$ cat config.mk
export PLATFORM = sky130hd
export DESIGN_NAME = demand_page_translator_flat
export DESIGN_NICKNAME = d
export VERILOG_FILES = /design/src/design/dpt_pkg.sv /design/src/design/dpt_req_if.sv /design/src/design/dpt_rsp_if.sv /design/src/design/dpt_ram.sv /design/src/design/dpt_ctrl.sv /design/src/design/dpt_datapath.sv /design/src/design/demand_page_translator.sv /design/src/flat_wrapper.sv
export VERILOG_INCLUDE_DIRS = /design/src /design/src/design
export SDC_FILE = /design/constraint.sdc
export NUM_CORES = 2
export LEC_CHECK = 0
export BUFFER_PORTS_ARGS = -buffer_cell sky130_fd_sc_hd__buf_2
export CAP_MARGIN = 10
export CORE_UTILIZATION = 40
export DETAILED_ROUTE_END_ITERATION = 7
export GPL_TIMING_DRIVEN = 0
export SYNTH_ARGS = -nofsm -noshare
export SYNTH_HDL_FRONTEND = slang
export SYNTH_SLANG_ARGS = --single-unit
$ cat constraint.sdc
create_clock -name clk -period 10.9 [get_ports clk]
set_clock_uncertainty 0.15 [all_clocks]
set_input_delay 0 -clock clk [delete_from_list [all_inputs] [get_ports clk]]
set_output_delay 0 -clock clk [all_outputs]
set_load 0.1 [all_outputs]
$ cat src/design/demand_page_translator_defines.svh
`ifndef DEMAND_PAGE_TRANSLATOR_DEFINES_SVH
`define DEMAND_PAGE_TRANSLATOR_DEFINES_SVH

// Both macros expect clk and arst_n in scope.
`define DPT_ASSERT_SAME(label, ante, cons, msg) \
	label: assert property (@(posedge clk) disable iff (!arst_n) (ante) |-> (cons)) \
		else $error(msg);

`define DPT_ASSERT_NEXT(label, ante, cons, msg) \
	label: assert property (@(posedge clk) disable iff (!arst_n) (ante) |=> (cons)) \
		else $error(msg);

`endif

$ cat src/design/dpt_pkg.sv
package dpt_pkg;

	localparam int PAGE_BITS    = 10;
	localparam int NUM_PAGES    = 256;
	localparam int BUFFER_PAGES = 64;
	localparam int COARSE_BITS  = 12;

	localparam int ENTRY_W  = 18;
	localparam int ADDR_W   = 16;
	localparam int FIN_W    = 9;
	localparam int MISS_W   = 7;
	localparam int LIMIT_W  = 7;
	localparam int PAGE_W   = $clog2(NUM_PAGES);
	localparam int TGT_W    = $clog2(BUFFER_PAGES);
	localparam int FREE_W   = TGT_W + 1;
	localparam int MAP_BLOCKS = ((NUM_PAGES << PAGE_BITS) + (1 << COARSE_BITS) - 1) >> COARSE_BITS;
	localparam int BLK_W    = $clog2(MAP_BLOCKS);
	localparam int KIND_W   = 2;
	localparam int PADDR_W  = 3;
	localparam int PDATA_W  = 32;

	localparam logic [LIMIT_W-1:0] LIMIT_RESET = LIMIT_W'(BUFFER_PAGES);

	localparam logic REQ_TRANSLATE = 1'b0;
	localparam logic REQ_END_ROUND = 1'b1;

	// Register word select is paddr[2].
	localparam logic REG_BUFFER_PAGES_LIMIT = 1'b0;

	typedef enum logic [KIND_W-1:0] {
		KIND_UNMAPPED = 2'd0,
		KIND_MAPPED   = 2'd1,
		KIND_FINISHED = 2'd2
	} kind_t;

	typedef struct packed {
		logic capture;
		logic translate;
		logic round_quick;
		logic sweep_start;
		logic sweep_step;
		logic round_finish;
	} dpt_cmd_t;

	typedef struct packed {
		logic req_end;
		logic flag;
		logic sweep_done;
		logic out_free;
	} dpt_stat_t;

endpackage

$ cat src/design/dpt_req_if.sv
interface dpt_req_if import dpt_pkg::*; ();
	logic               valid;
	logic               ready;
	logic               req_type;
	logic [ENTRY_W-1:0] entry_index;
	logic [ENTRY_W-1:0] source_index;

	modport source (output valid, req_type, entry_index, source_index, input ready);
	modport sink (input valid, req_type, entry_index, source_index, output ready);
endinterface

$ cat src/design/dpt_rsp_if.sv
interface dpt_rsp_if import dpt_pkg::*; ();
	logic              valid;
	logic              ready;
	logic [ADDR_W-1:0] buffer_address;
	logic              stored;
	logic [FIN_W-1:0]  finished_count;
	logic [MISS_W-1:0] missed_blocks;
	logic              had_unstored;

	modport source (output valid, buffer_address, stored, finished_count, missed_blocks,
		had_unstored, input ready);
	modport sink (input valid, buffer_address, stored, finished_count, missed_blocks,
		had_unstored, output ready);
endinterface

$ cat src/design/dpt_ram.sv
module dpt_ram #(
	parameter int WIDTH = 8,
	parameter int DEPTH = 256
) (
	input  logic                     clk,
	input  logic                     we,
	input  logic [$clog2(DEPTH)-1:0] waddr,
	input  logic [WIDTH-1:0]         wdata,
	input  logic                     re,
	input  logic [$clog2(DEPTH)-1:0] raddr,
	output logic [WIDTH-1:0]         rdata
);

	logic [WIDTH-1:0] mem_q [DEPTH];
	logic [WIDTH-1:0] rdata_q;

	always_ff @(posedge clk) begin
		if (we) begin
			mem_q[waddr] <= wdata;
		end
		if (re) begin
			rdata_q <= mem_q[raddr];
		end
	end

	assign rdata = rdata_q;

endmodule

$ cat src/design/dpt_ctrl.sv
module dpt_ctrl import dpt_pkg::*; (
	input  logic      clk,
	input  logic      arst_n,
	input  logic      in_valid,
	output logic      in_ready,
	input  dpt_stat_t stat,
	output dpt_cmd_t  cmd
);

	typedef enum logic [3:0] {
		S_IDLE   = 4'b0001,
		S_EXEC   = 4'b0010,
		S_SWEEP  = 4'b0100,
		S_REPORT = 4'b1000
	} state_t;

	state_t state_q;
	state_t state_d;

	always_ff @(posedge clk or negedge arst_n) begin
		if (!arst_n) begin
			state_q <= S_IDLE;
		end else begin
			state_q <= state_d;
		end
	end

	always_comb begin
		state_d  = state_q;
		cmd      = '0;
		in_ready = 1'b0;
		case (state_q)
			S_IDLE: begin
				in_ready = 1'b1;
				if (in_valid) begin
					cmd.capture = 1'b1;
					state_d     = S_EXEC;
				end
			end
			S_EXEC: begin
				if (stat.out_free) begin
					if (!stat.req_end) begin
						cmd.translate = 1'b1;
						state_d       = S_IDLE;
					end else if (!stat.flag) begin
						cmd.round_quick = 1'b1;
						state_d         = S_IDLE;
					end else begin
						cmd.sweep_start = 1'b1;
						state_d         = S_SWEEP;
					end
				end
			end
			S_SWEEP: begin
				cmd.sweep_step = 1'b1;
				if (stat.sweep_done) begin
					state_d = S_REPORT;
				end
			end
			S_REPORT: begin
				if (stat.out_free) begin
					cmd.round_finish = 1'b1;
					state_d          = S_IDLE;
				end
			end
			default: begin
				state_d = S_IDLE;
			end
		endcase
	end

endmodule

$ cat src/design/dpt_datapath.sv
module dpt_datapath import dpt_pkg::*; (
	input  logic               clk,
	input  logic               arst_n,
	input  logic               in_req_type,
	input  logic [ENTRY_W-1:0] in_entry_index,
	input  logic [ENTRY_W-1:0] in_source_index,
	input  logic               cfg_we,
	input  logic [LIMIT_W-1:0] cfg_wdata,
	output logic [LIMIT_W-1:0] limit,
	input  dpt_cmd_t           cmd,
	output dpt_stat_t          stat,
	dpt_rsp_if.source          rsp
);

	logic [LIMIT_W-1:0]   limit_q;
	logic                 req_type_q;
	logic [PAGE_W-1:0]    page_q;
	logic [PAGE_BITS-1:0] offset_q;
	logic [BLK_W-1:0]     blk_q;
	logic [NUM_PAGES-1:0] valid_q;
	logic [MAP_BLOCKS-1:0] missed_q;
	logic                 flag_q;
	logic [FREE_W-1:0]    free_q;
	logic [PAGE_W-1:0]    cnt_q;
	logic [FIN_W-1:0]     fin_q;
	logic [MISS_W-1:0]    miss_cnt_q;
	logic                 out_valid_q;
	logic [ADDR_W-1:0]    addr_q;
	logic                 stored_q;
	logic [FIN_W-1:0]     fin_out_q;
	logic [MISS_W-1:0]    miss_out_q;
	logic                 had_q;

	logic [LIMIT_W-1:0] eff_limit;
	logic [KIND_W-1:0]  kind_rd;
	logic [TGT_W-1:0]   tgt_rd;
	kind_t              kind_eff;
	logic               shortage;
	logic               alloc;
	logic               hit;
	logic               sweep_mark;
	logic               kind_we;
	logic [PAGE_W-1:0]  kind_waddr;
	logic [KIND_W-1:0]  kind_wdata;
	logic [PAGE_W-1:0]  in_page;

	assign in_page   = in_entry_index[ENTRY_W-1:PAGE_BITS];
	assign eff_limit = (limit_q > LIMIT_W'(BUFFER_PAGES)) ? LIMIT_W'(BUFFER_PAGES) : limit_q;
	assign kind_eff  = valid_q[page_q] ? kind_t'(kind_rd) : KIND_UNMAPPED;

	always_comb begin
		hit      = 1'b0;
		shortage = 1'b0;
		alloc    = 1'b0;
		case (kind_eff)
			KIND_MAPPED: begin
				hit = 1'b1;
			end
			KIND_UNMAPPED: begin
				if (free_q >= FREE_W'(eff_limit)) begin
					shortage = 1'b1;
				end else begin
					alloc = 1'b1;
				end
			end
			default: begin
				hit = 1'b0;
			end
		endcase
	end

	assign sweep_mark = cmd.sweep_step && valid_q[cnt_q];
	assign kind_we    = (cmd.translate && alloc) || sweep_mark;
	assign kind_waddr = cmd.sweep_step ? cnt_q : page_q;
	assign kind_wdata = cmd.sweep_step ? KIND_FINISHED : KIND_MAPPED;

	dpt_ram #(.WIDTH(KIND_W), .DEPTH(NUM_PAGES)) u_kind_ram (
		.clk   (clk),
		.we    (kind_we),
		.waddr (kind_waddr),
		.wdata (kind_wdata),
		.re    (cmd.capture),
		.raddr (in_page),
		.rdata (kind_rd)
	);

	dpt_ram #(.WIDTH(TGT_W), .DEPTH(NUM_PAGES)) u_target_ram (
		.clk   (clk),
		.we    (cmd.translate && alloc),
		.waddr (page_q),
		.wdata (free_q[TGT_W-1:0]),
		.re    (cmd.capture),
		.raddr (in_page),
		.rdata (tgt_rd)
	);

	always_ff @(posedge clk) begin
		if (cmd.capture) begin
			req_type_q <= in_req_type;
			page_q     <= in_page;
			offset_q   <= in_entry_index[PAGE_BITS-1:0];
			blk_q      <= in_source_index[ENTRY_W-1:COARSE_BITS];
		end
	end

	always_ff @(posedge clk or negedge arst_n) begin
		if (!arst_n) begin
			limit_q    <= LIMIT_RESET;
			valid_q    <= '0;
			missed_q   <= '0;
			flag_q     <= 1'b0;
			free_q     <= '0;
			cnt_q      <= '0;
			fin_q      <= '0;
			miss_cnt_q <= '0;
		end else begin
			if (cfg_we) begin
				limit_q <= cfg_wdata;
			end
			if (cmd.translate && alloc) begin
				valid_q[page_q] <= 1'b1;
				free_q          <= free_q + FREE_W'(1);
			end
			if (cmd.translate && shortage) begin
				missed_q[blk_q] <= 1'b1;
				flag_q          <= 1'b1;
			end
			if (cmd.round_quick) begin
				valid_q <= '0;
				free_q  <= '0;
			end
			if (cmd.sweep_start) begin
				free_q     <= '0;
				cnt_q      <= '0;
				fin_q      <= '0;
				miss_cnt_q <= '0;
			end
			if (cmd.sweep_step) begin
				cnt_q <= cnt_q + PAGE_W'(1);
				if (valid_q[cnt_q]) begin
					fin_q <= fin_q + FIN_W'(1);
				end
				if (cnt_q < PAGE_W'(MAP_BLOCKS) && missed_q[cnt_q[BLK_W-1:0]]) begin
					miss_cnt_q <= miss_cnt_q + MISS_W'(1);
				end
			end
			if (cmd.round_finish) begin
				missed_q <= '0;
				flag_q   <= 1'b0;
			end
		end
	end

	always_ff @(posedge clk or negedge arst_n) begin
		if (!arst_n) begin
			out_valid_q <= 1'b0;
		end else if (cmd.translate || cmd.round_quick || cmd.round_finish) begin
			out_valid_q <= 1'b1;
		end else if (rsp.ready) begin
			out_valid_q <= 1'b0;
		end
	end

	always_ff @(posedge clk) begin
		if (cmd.translate) begin
			fin_out_q  <= '0;
			miss_out_q <= '0;
			had_q      <= flag_q || shortage;
			stored_q   <= hit || alloc;
			if (hit) begin
				addr_q <= {tgt_rd, offset_q};
			end else if (alloc) begin
				addr_q <= {free_q[TGT_W-1:0], offset_q};
			end else begin
				addr_q <= '0;
			end
		end else if (cmd.round_quick || cmd.round_finish) begin
			addr_q     <= '0;
			stored_q   <= 1'b0;
			fin_out_q  <= cmd.round_finish ? fin_q : '0;
			miss_out_q <= cmd.round_finish ? miss_cnt_q : '0;
			had_q      <= cmd.round_finish;
		end
	end

	assign stat.req_end    = (req_type_q == REQ_END_ROUND);
	assign stat.flag       = flag_q;
	assign stat.sweep_done = (cnt_q == PAGE_W'(NUM_PAGES - 1));
	assign stat.out_free   = !out_valid_q || rsp.ready;

	assign limit              = limit_q;
	assign rsp.valid          = out_valid_q;
	assign rsp.buffer_address = addr_q;
	assign rsp.stored         = stored_q;
	assign rsp.finished_count = fin_out_q;
	assign rsp.missed_blocks  = miss_out_q;
	assign rsp.had_unstored   = had_q;

endmodule

$ cat src/design/demand_page_translator.sv
// Demand-paged address translator. For a translate item, the cycle in which it is accepted
// presents its page number to the page-kind and page-target memories, and the execute state
// then reads their registered outputs, allocates a buffer page if needed and within the
// limit, and loads the result register. An end-of-round item with no dropped requests
// clears all the per-page valid bits together in the execute state. An end-of-round item after a
// dropped request walks the page-kind memory one entry per cycle, marking mapped pages
// finished while counting them and the missed blocks. Any of these waits further while the
// previous result has not been taken. The next item is accepted once the current one has
// reached the result register.
`include "demand_page_translator_defines.svh"

module demand_page_translator import dpt_pkg::*; (
	input  logic               clk,
	input  logic               arst_n,
	dpt_req_if.sink            req,
	dpt_rsp_if.source          rsp,
	input  logic               psel,
	input  logic               penable,
	input  logic               pwrite,
	input  logic [PADDR_W-1:0] paddr,
	input  logic [PDATA_W-1:0] pwdata,
	output logic [PDATA_W-1:0] prdata,
	output logic               pready
);

	dpt_cmd_t           cmd;
	dpt_stat_t          stat;
	logic               cfg_we;
	logic [LIMIT_W-1:0] limit;

	assign pready = 1'b1;
	assign cfg_we = psel && penable && pwrite && (paddr[2] == REG_BUFFER_PAGES_LIMIT);
	assign prdata = (paddr[2] == REG_BUFFER_PAGES_LIMIT) ? PDATA_W'(limit) : '0;

	dpt_ctrl u_ctrl (
		.clk      (clk),
		.arst_n   (arst_n),
		.in_valid (req.valid),
		.in_ready (req.ready),
		.stat     (stat),
		.cmd      (cmd)
	);

	dpt_datapath u_datapath (
		.clk             (clk),
		.arst_n          (arst_n),
		.in_req_type     (req.req_type),
		.in_entry_index  (req.entry_index),
		.in_source_index (req.source_index),
		.cfg_we          (cfg_we),
		.cfg_wdata       (pwdata[LIMIT_W-1:0]),
		.limit           (limit),
		.cmd             (cmd),
		.stat            (stat),
		.rsp             (rsp)
	);

	`DPT_ASSERT_NEXT(a_one_item_at_a_time, req.valid && req.ready, !req.ready, "item accepted while busy")
	`DPT_ASSERT_SAME(a_stored_no_counts, rsp.valid && rsp.stored, (rsp.finished_count == '0) && (rsp.missed_blocks == '0), "stored result carries round counts")
	`DPT_ASSERT_SAME(a_finished_needs_flag, rsp.valid && (rsp.finished_count != '0), rsp.had_unstored, "finished pages without a dropped request")
	`DPT_ASSERT_SAME(a_sweep_owns_flow, cmd.sweep_step, !req.ready && !cmd.translate, "translate during the page walk")

endmodule
$ cat src/flat_wrapper.sv
// flat-port wrapper written by rule: the top's interface ports become plain ports
module demand_page_translator_flat import dpt_pkg::*;
  (clk, arst_n, psel, penable, pwrite, paddr, pwdata, prdata, pready, req_valid, req_req_type, req_entry_index, req_source_index, req_ready, rsp_valid, rsp_buffer_address, rsp_stored, rsp_finished_count, rsp_missed_blocks, rsp_had_unstored, rsp_ready);
  dpt_req_if req_i ();
  dpt_rsp_if rsp_i ();
  input  logic clk;
  input  logic arst_n;
  input  logic psel;
  input  logic penable;
  input  logic pwrite;
  input  logic [PADDR_W-1:0] paddr;
  input  logic [PDATA_W-1:0] pwdata;
  output logic [PDATA_W-1:0] prdata;
  output logic pready;
  input wire logic [$bits(req_i.valid)-1:0] req_valid;
  input wire logic [$bits(req_i.req_type)-1:0] req_req_type;
  input wire logic [$bits(req_i.entry_index)-1:0] req_entry_index;
  input wire logic [$bits(req_i.source_index)-1:0] req_source_index;
  output wire logic [$bits(req_i.ready)-1:0] req_ready;
  output wire logic [$bits(rsp_i.valid)-1:0] rsp_valid;
  output wire logic [$bits(rsp_i.buffer_address)-1:0] rsp_buffer_address;
  output wire logic [$bits(rsp_i.stored)-1:0] rsp_stored;
  output wire logic [$bits(rsp_i.finished_count)-1:0] rsp_finished_count;
  output wire logic [$bits(rsp_i.missed_blocks)-1:0] rsp_missed_blocks;
  output wire logic [$bits(rsp_i.had_unstored)-1:0] rsp_had_unstored;
  input wire logic [$bits(rsp_i.ready)-1:0] rsp_ready;
  assign req_i.valid = req_valid;
  assign req_i.req_type = req_req_type;
  assign req_i.entry_index = req_entry_index;
  assign req_i.source_index = req_source_index;
  assign req_ready = req_i.ready;
  assign rsp_valid = rsp_i.valid;
  assign rsp_buffer_address = rsp_i.buffer_address;
  assign rsp_stored = rsp_i.stored;
  assign rsp_finished_count = rsp_i.finished_count;
  assign rsp_missed_blocks = rsp_i.missed_blocks;
  assign rsp_had_unstored = rsp_i.had_unstored;
  assign rsp_i.ready = rsp_ready;
  demand_page_translator u_core (.clk(clk), .arst_n(arst_n), .req(req_i), .rsp(rsp_i), .psel(psel), .penable(penable), .pwrite(pwrite), .paddr(paddr), .pwdata(pwdata), .prdata(prdata), .pready(pready));
endmodule
==> impl_metrics.tcl <==
set metrics [dict create \
    status "complete, no violations" \
    synth_edf_count 2099 \
    ios 148 \
    avgViaCountPerCell 6.22 \
    postRouteWirelength_um 335000 \
    crit_type "flop to flop" \
    cts-root-buf "clkbuf_16" \
    setup_viol 0 \
    first_global_vias 57700 \
    path_clk_slew_ns 0.06 \
    syn_to_final_growth_pct 17.4 \
    slew_violations 0 \
    coreArea_um2 252000 \
    drtIter0Drc 8356 \
    grt.overflow.total 0 \
    critPathRequiredTime_ns 11.34 \
    ctsLongestPathBuffers 4 \
    synth_seq_cells 2479 \
    synth_top_cell_area_share_pct 61.8 \
    critPathCaptureType "flop" \
    grt_max_degree 115 \
    yosys_warnings 0 \
    worst_slack_ns 4.11 \
    synth-async-reset-ratio_pct 14.7 \
    synth_ff_type "edfxtp_1" \
    dp_slack_ns 4.49 \
    synthMuxAreaShare_pct 18.9 \
    cts_setup_buffers 0 \
    synth_top_cell_by_area "edfxtp_1" \
    hold_path_class "input pin to async pin" \
    antenna_left 0 \
    antenna_found_initial 18 \
    tightest_slew_ns 1.44 \
    fmax_mhz 147 \
    cp-start-kind "flop" \
    maxCapViolCount 0 \
    timing.slew.headroom_pct 3.95 \
    clkLatencyLatePin_ns 0.95 \
    vias 58400 \
    tns_ns 0 \
    yosysSeqAreaShare_pct 71.1 \
    start_util_pct 40.4 \
    clkPwrFrac_pct 39.5 \
    grt_pass1_wl_um 460000 \
    synth_top_family_by_area "multiplexers" \
    cts_tree "built" \
    layout-drive-gt1-share_pct 29.9 \
    avgSynthCellArea_um2 19.8 \
    rows 184 \
    wire_per_inst_um 35.7 \
    whs_ns 0.0655 \
    min_period_ns 6.79 \
    synthXorXnorAreaFrac_pct 0 \
    dieArea_um2 257000 \
    yosys-top-cells-count "edfxtp_1 (2,099), mux4_2 (834), nor3_1 (526)" \
    yosysUniqueCellTypes 62 \
    die_x_um 507 \
    hold_viol_final 0 \
    power.density_nw_per_um2 189 \
    swShare_pct 26.6 \
    num-nets-final 5933 \
    rsz0062_at_grt "no" \
    cp.arrival_ns 7.23 \
    die_y_um 507 \
    netlist_area_um2 102000 \
    pwr-share-seq_pct 47.5 \
    synth_area_leaders "edfxtp_1 (62%), mux4_2 (18%), dfrtp_1 (8.9%)" \
    gp_congestion 1.02 \
    leakagePower_nw 37.7 \
    crit_fanout 10 \
    cts_buffers 277 \
    synthAdderAreaFrac_pct 0.135 \
    synthCells 5141 \
    remaining_drc_errors 0 \
    fin_crit_sh_pct 62.3 \
    fill_cells 21000 \
    synth.most_common_cell "edfxtp_1" \
    h-tree-depth 5 \
    p_int_mw 16.6 \
    cts_sinks 2479 \
    synth_compound_area_share_pct 3.51 \
    dp.final_hpwl_um 243000 \
    ir_worst_vdd_uv 141 \
    p_comb_share_pct 13.0 \
    io_buffers 82 \
    synth-simple-area-share_pct 4.16 \
    grt_use_total_pct 26.0 \
    first_pass_iters 6 \
    p_sw_mw 6.02 \
]
## power by group through the flow
stage | sequential, mW | clock [mW] | combinational [mW]
CTS | 10.7 | 9.02 | 2.83
floorplan | 11.1 | 0 | 1.32
finish | 10.7 | 8.93 | 2.94
detailed placement | 10.9 | 0 | 2.79
global placement | 11.2 | 0 | 2.42
global route | 10.7 | 9.36 | 2.98
## layout make-up
class / count / area, um^2 / share of cell area, %
Clock inverter: 103 / 942 / 0.787
Tap cell: 3348 / 4190 / 3.50
Buffer: 424 / 2190 / 1.83
Multi-Input combinational cell: 2252 / 28000 / 23.4
Sequential cell: 2479 / 72500 / 60.6
Clock buffer: 371 / 7520 / 6.29
Inverter: 10 / 37.5 / 0.0314
Antenna cell: 4 / 10.0 / 0.00837
Timing Repair Buffer: 399 / 4260 / 3.56
## per-stage QoR
step	total power [mW]	utilization (%)	cell area [um^2]	std cells
finish	22.6	47.4	120000	9390
global route	23.1	47.4	120000	9386
CTS	22.6	47.3	119000	9348
detailed placement	13.7	43.6	110000	8795
global placement	13.7	42.2	107000	8595
floorplan	12.4	-	102000	5165
## layout by cell type (no fill, tap or decap), drive strengths merged, types with 28 or more instances in the layout
cell type	count
buf	491
a21oi	28
o21ai	35
nor2	58
a32o	64
dfrtp	362
nand2	139
mux4	834
o21a	258
nor3	526
nand3	30
clkinv	74
clkbuf	625
mux2i	37
nor2b	32
dlygate4sd3	78
edfxtp	2099
## worst max-delay path: stages (launching register included)
cell,delay (ns)
dfrtp_1,0.64
buf_2,0.47
clkbuf_1,0.92
clkbuf_2,0.79
mux4_2,0.41
mux2i_1,0.67
nor2_1,0.13
or4b_1,0.53
nand4b_1,0.51
and2_1,0.35
buf_4,0.25
buf_8,0.30
buf_8,0.20
nor3_1,0.10
## state kept, by name (all words and copies together), names as in the netlist, 8 cells and up
signal / cells
u_core.u_datapath.fin_q: 9
u_core.u_datapath.cnt_q: 8
u_core.u_datapath.missed_q: 64
u_core.u_datapath.rsp.buffer_address: 16
u_core.u_datapath.page_q: 8
u_core.u_datapath.valid_q: 256
u_core.u_datapath.u_target_ram.mem_q: 1536
u_core.u_datapath.offset_q: 10
u_core.u_datapath.rsp.finished_count: 9
u_core.u_datapath.u_kind_ram.mem_q: 512
## cell families after synthesis
logic type,Yosys count
AO/OA/AOI/OAI,470
adder cells (fa/ha/maj),11
AND/OR/NAND/NOR,861
multiplexers,884
other,2
buffers and inverters,434
flip-flops,2479
## path summary, 6_finish.rpt
check                                                              from                                   endpoint  slack [ns]  depth (start not counted)
worst max-delay path                         u_core.u_datapath.cnt_q[1]  u_core.u_datapath.u_kind_ram.mem_q[63][0]        4.11                         13
worst min-delay path                                             arst_n             u_core.u_datapath.valid_q[189]        0.07                          4
worst max register to register               u_core.u_datapath.cnt_q[1]  u_core.u_datapath.u_kind_ram.mem_q[63][0]        4.11                         13
worst min register to register  u_core.u_datapath.rsp.finished_count[7]    u_core.u_datapath.rsp.finished_count[7]        0.33                          1
max in group asynchronous                                        arst_n              u_core.u_datapath.valid_q[34]        9.55                          5
min in group clk                                                 pwrite                 u_core.u_datapath.limit[6]        0.12                          4
## routing by layer
layer | track usage [%] | up-vias | share of wire [%]
met1 | 35.8 | 31200 | 39
met2 | 38.2 | 3507 | 44
li1 | - | 22800 | -
met4 | 13.8 | 10 | 6.0
met3 | 6.55 | 781 | 10
met5 | 0 | - | 0.021
## repair_timing
action / CTS / global route
resized for setup: 0 / 0
hold endpoints to repair: 454 / 0
hold buffers: 79 / 0
Power figures use the tool's default switching activity.
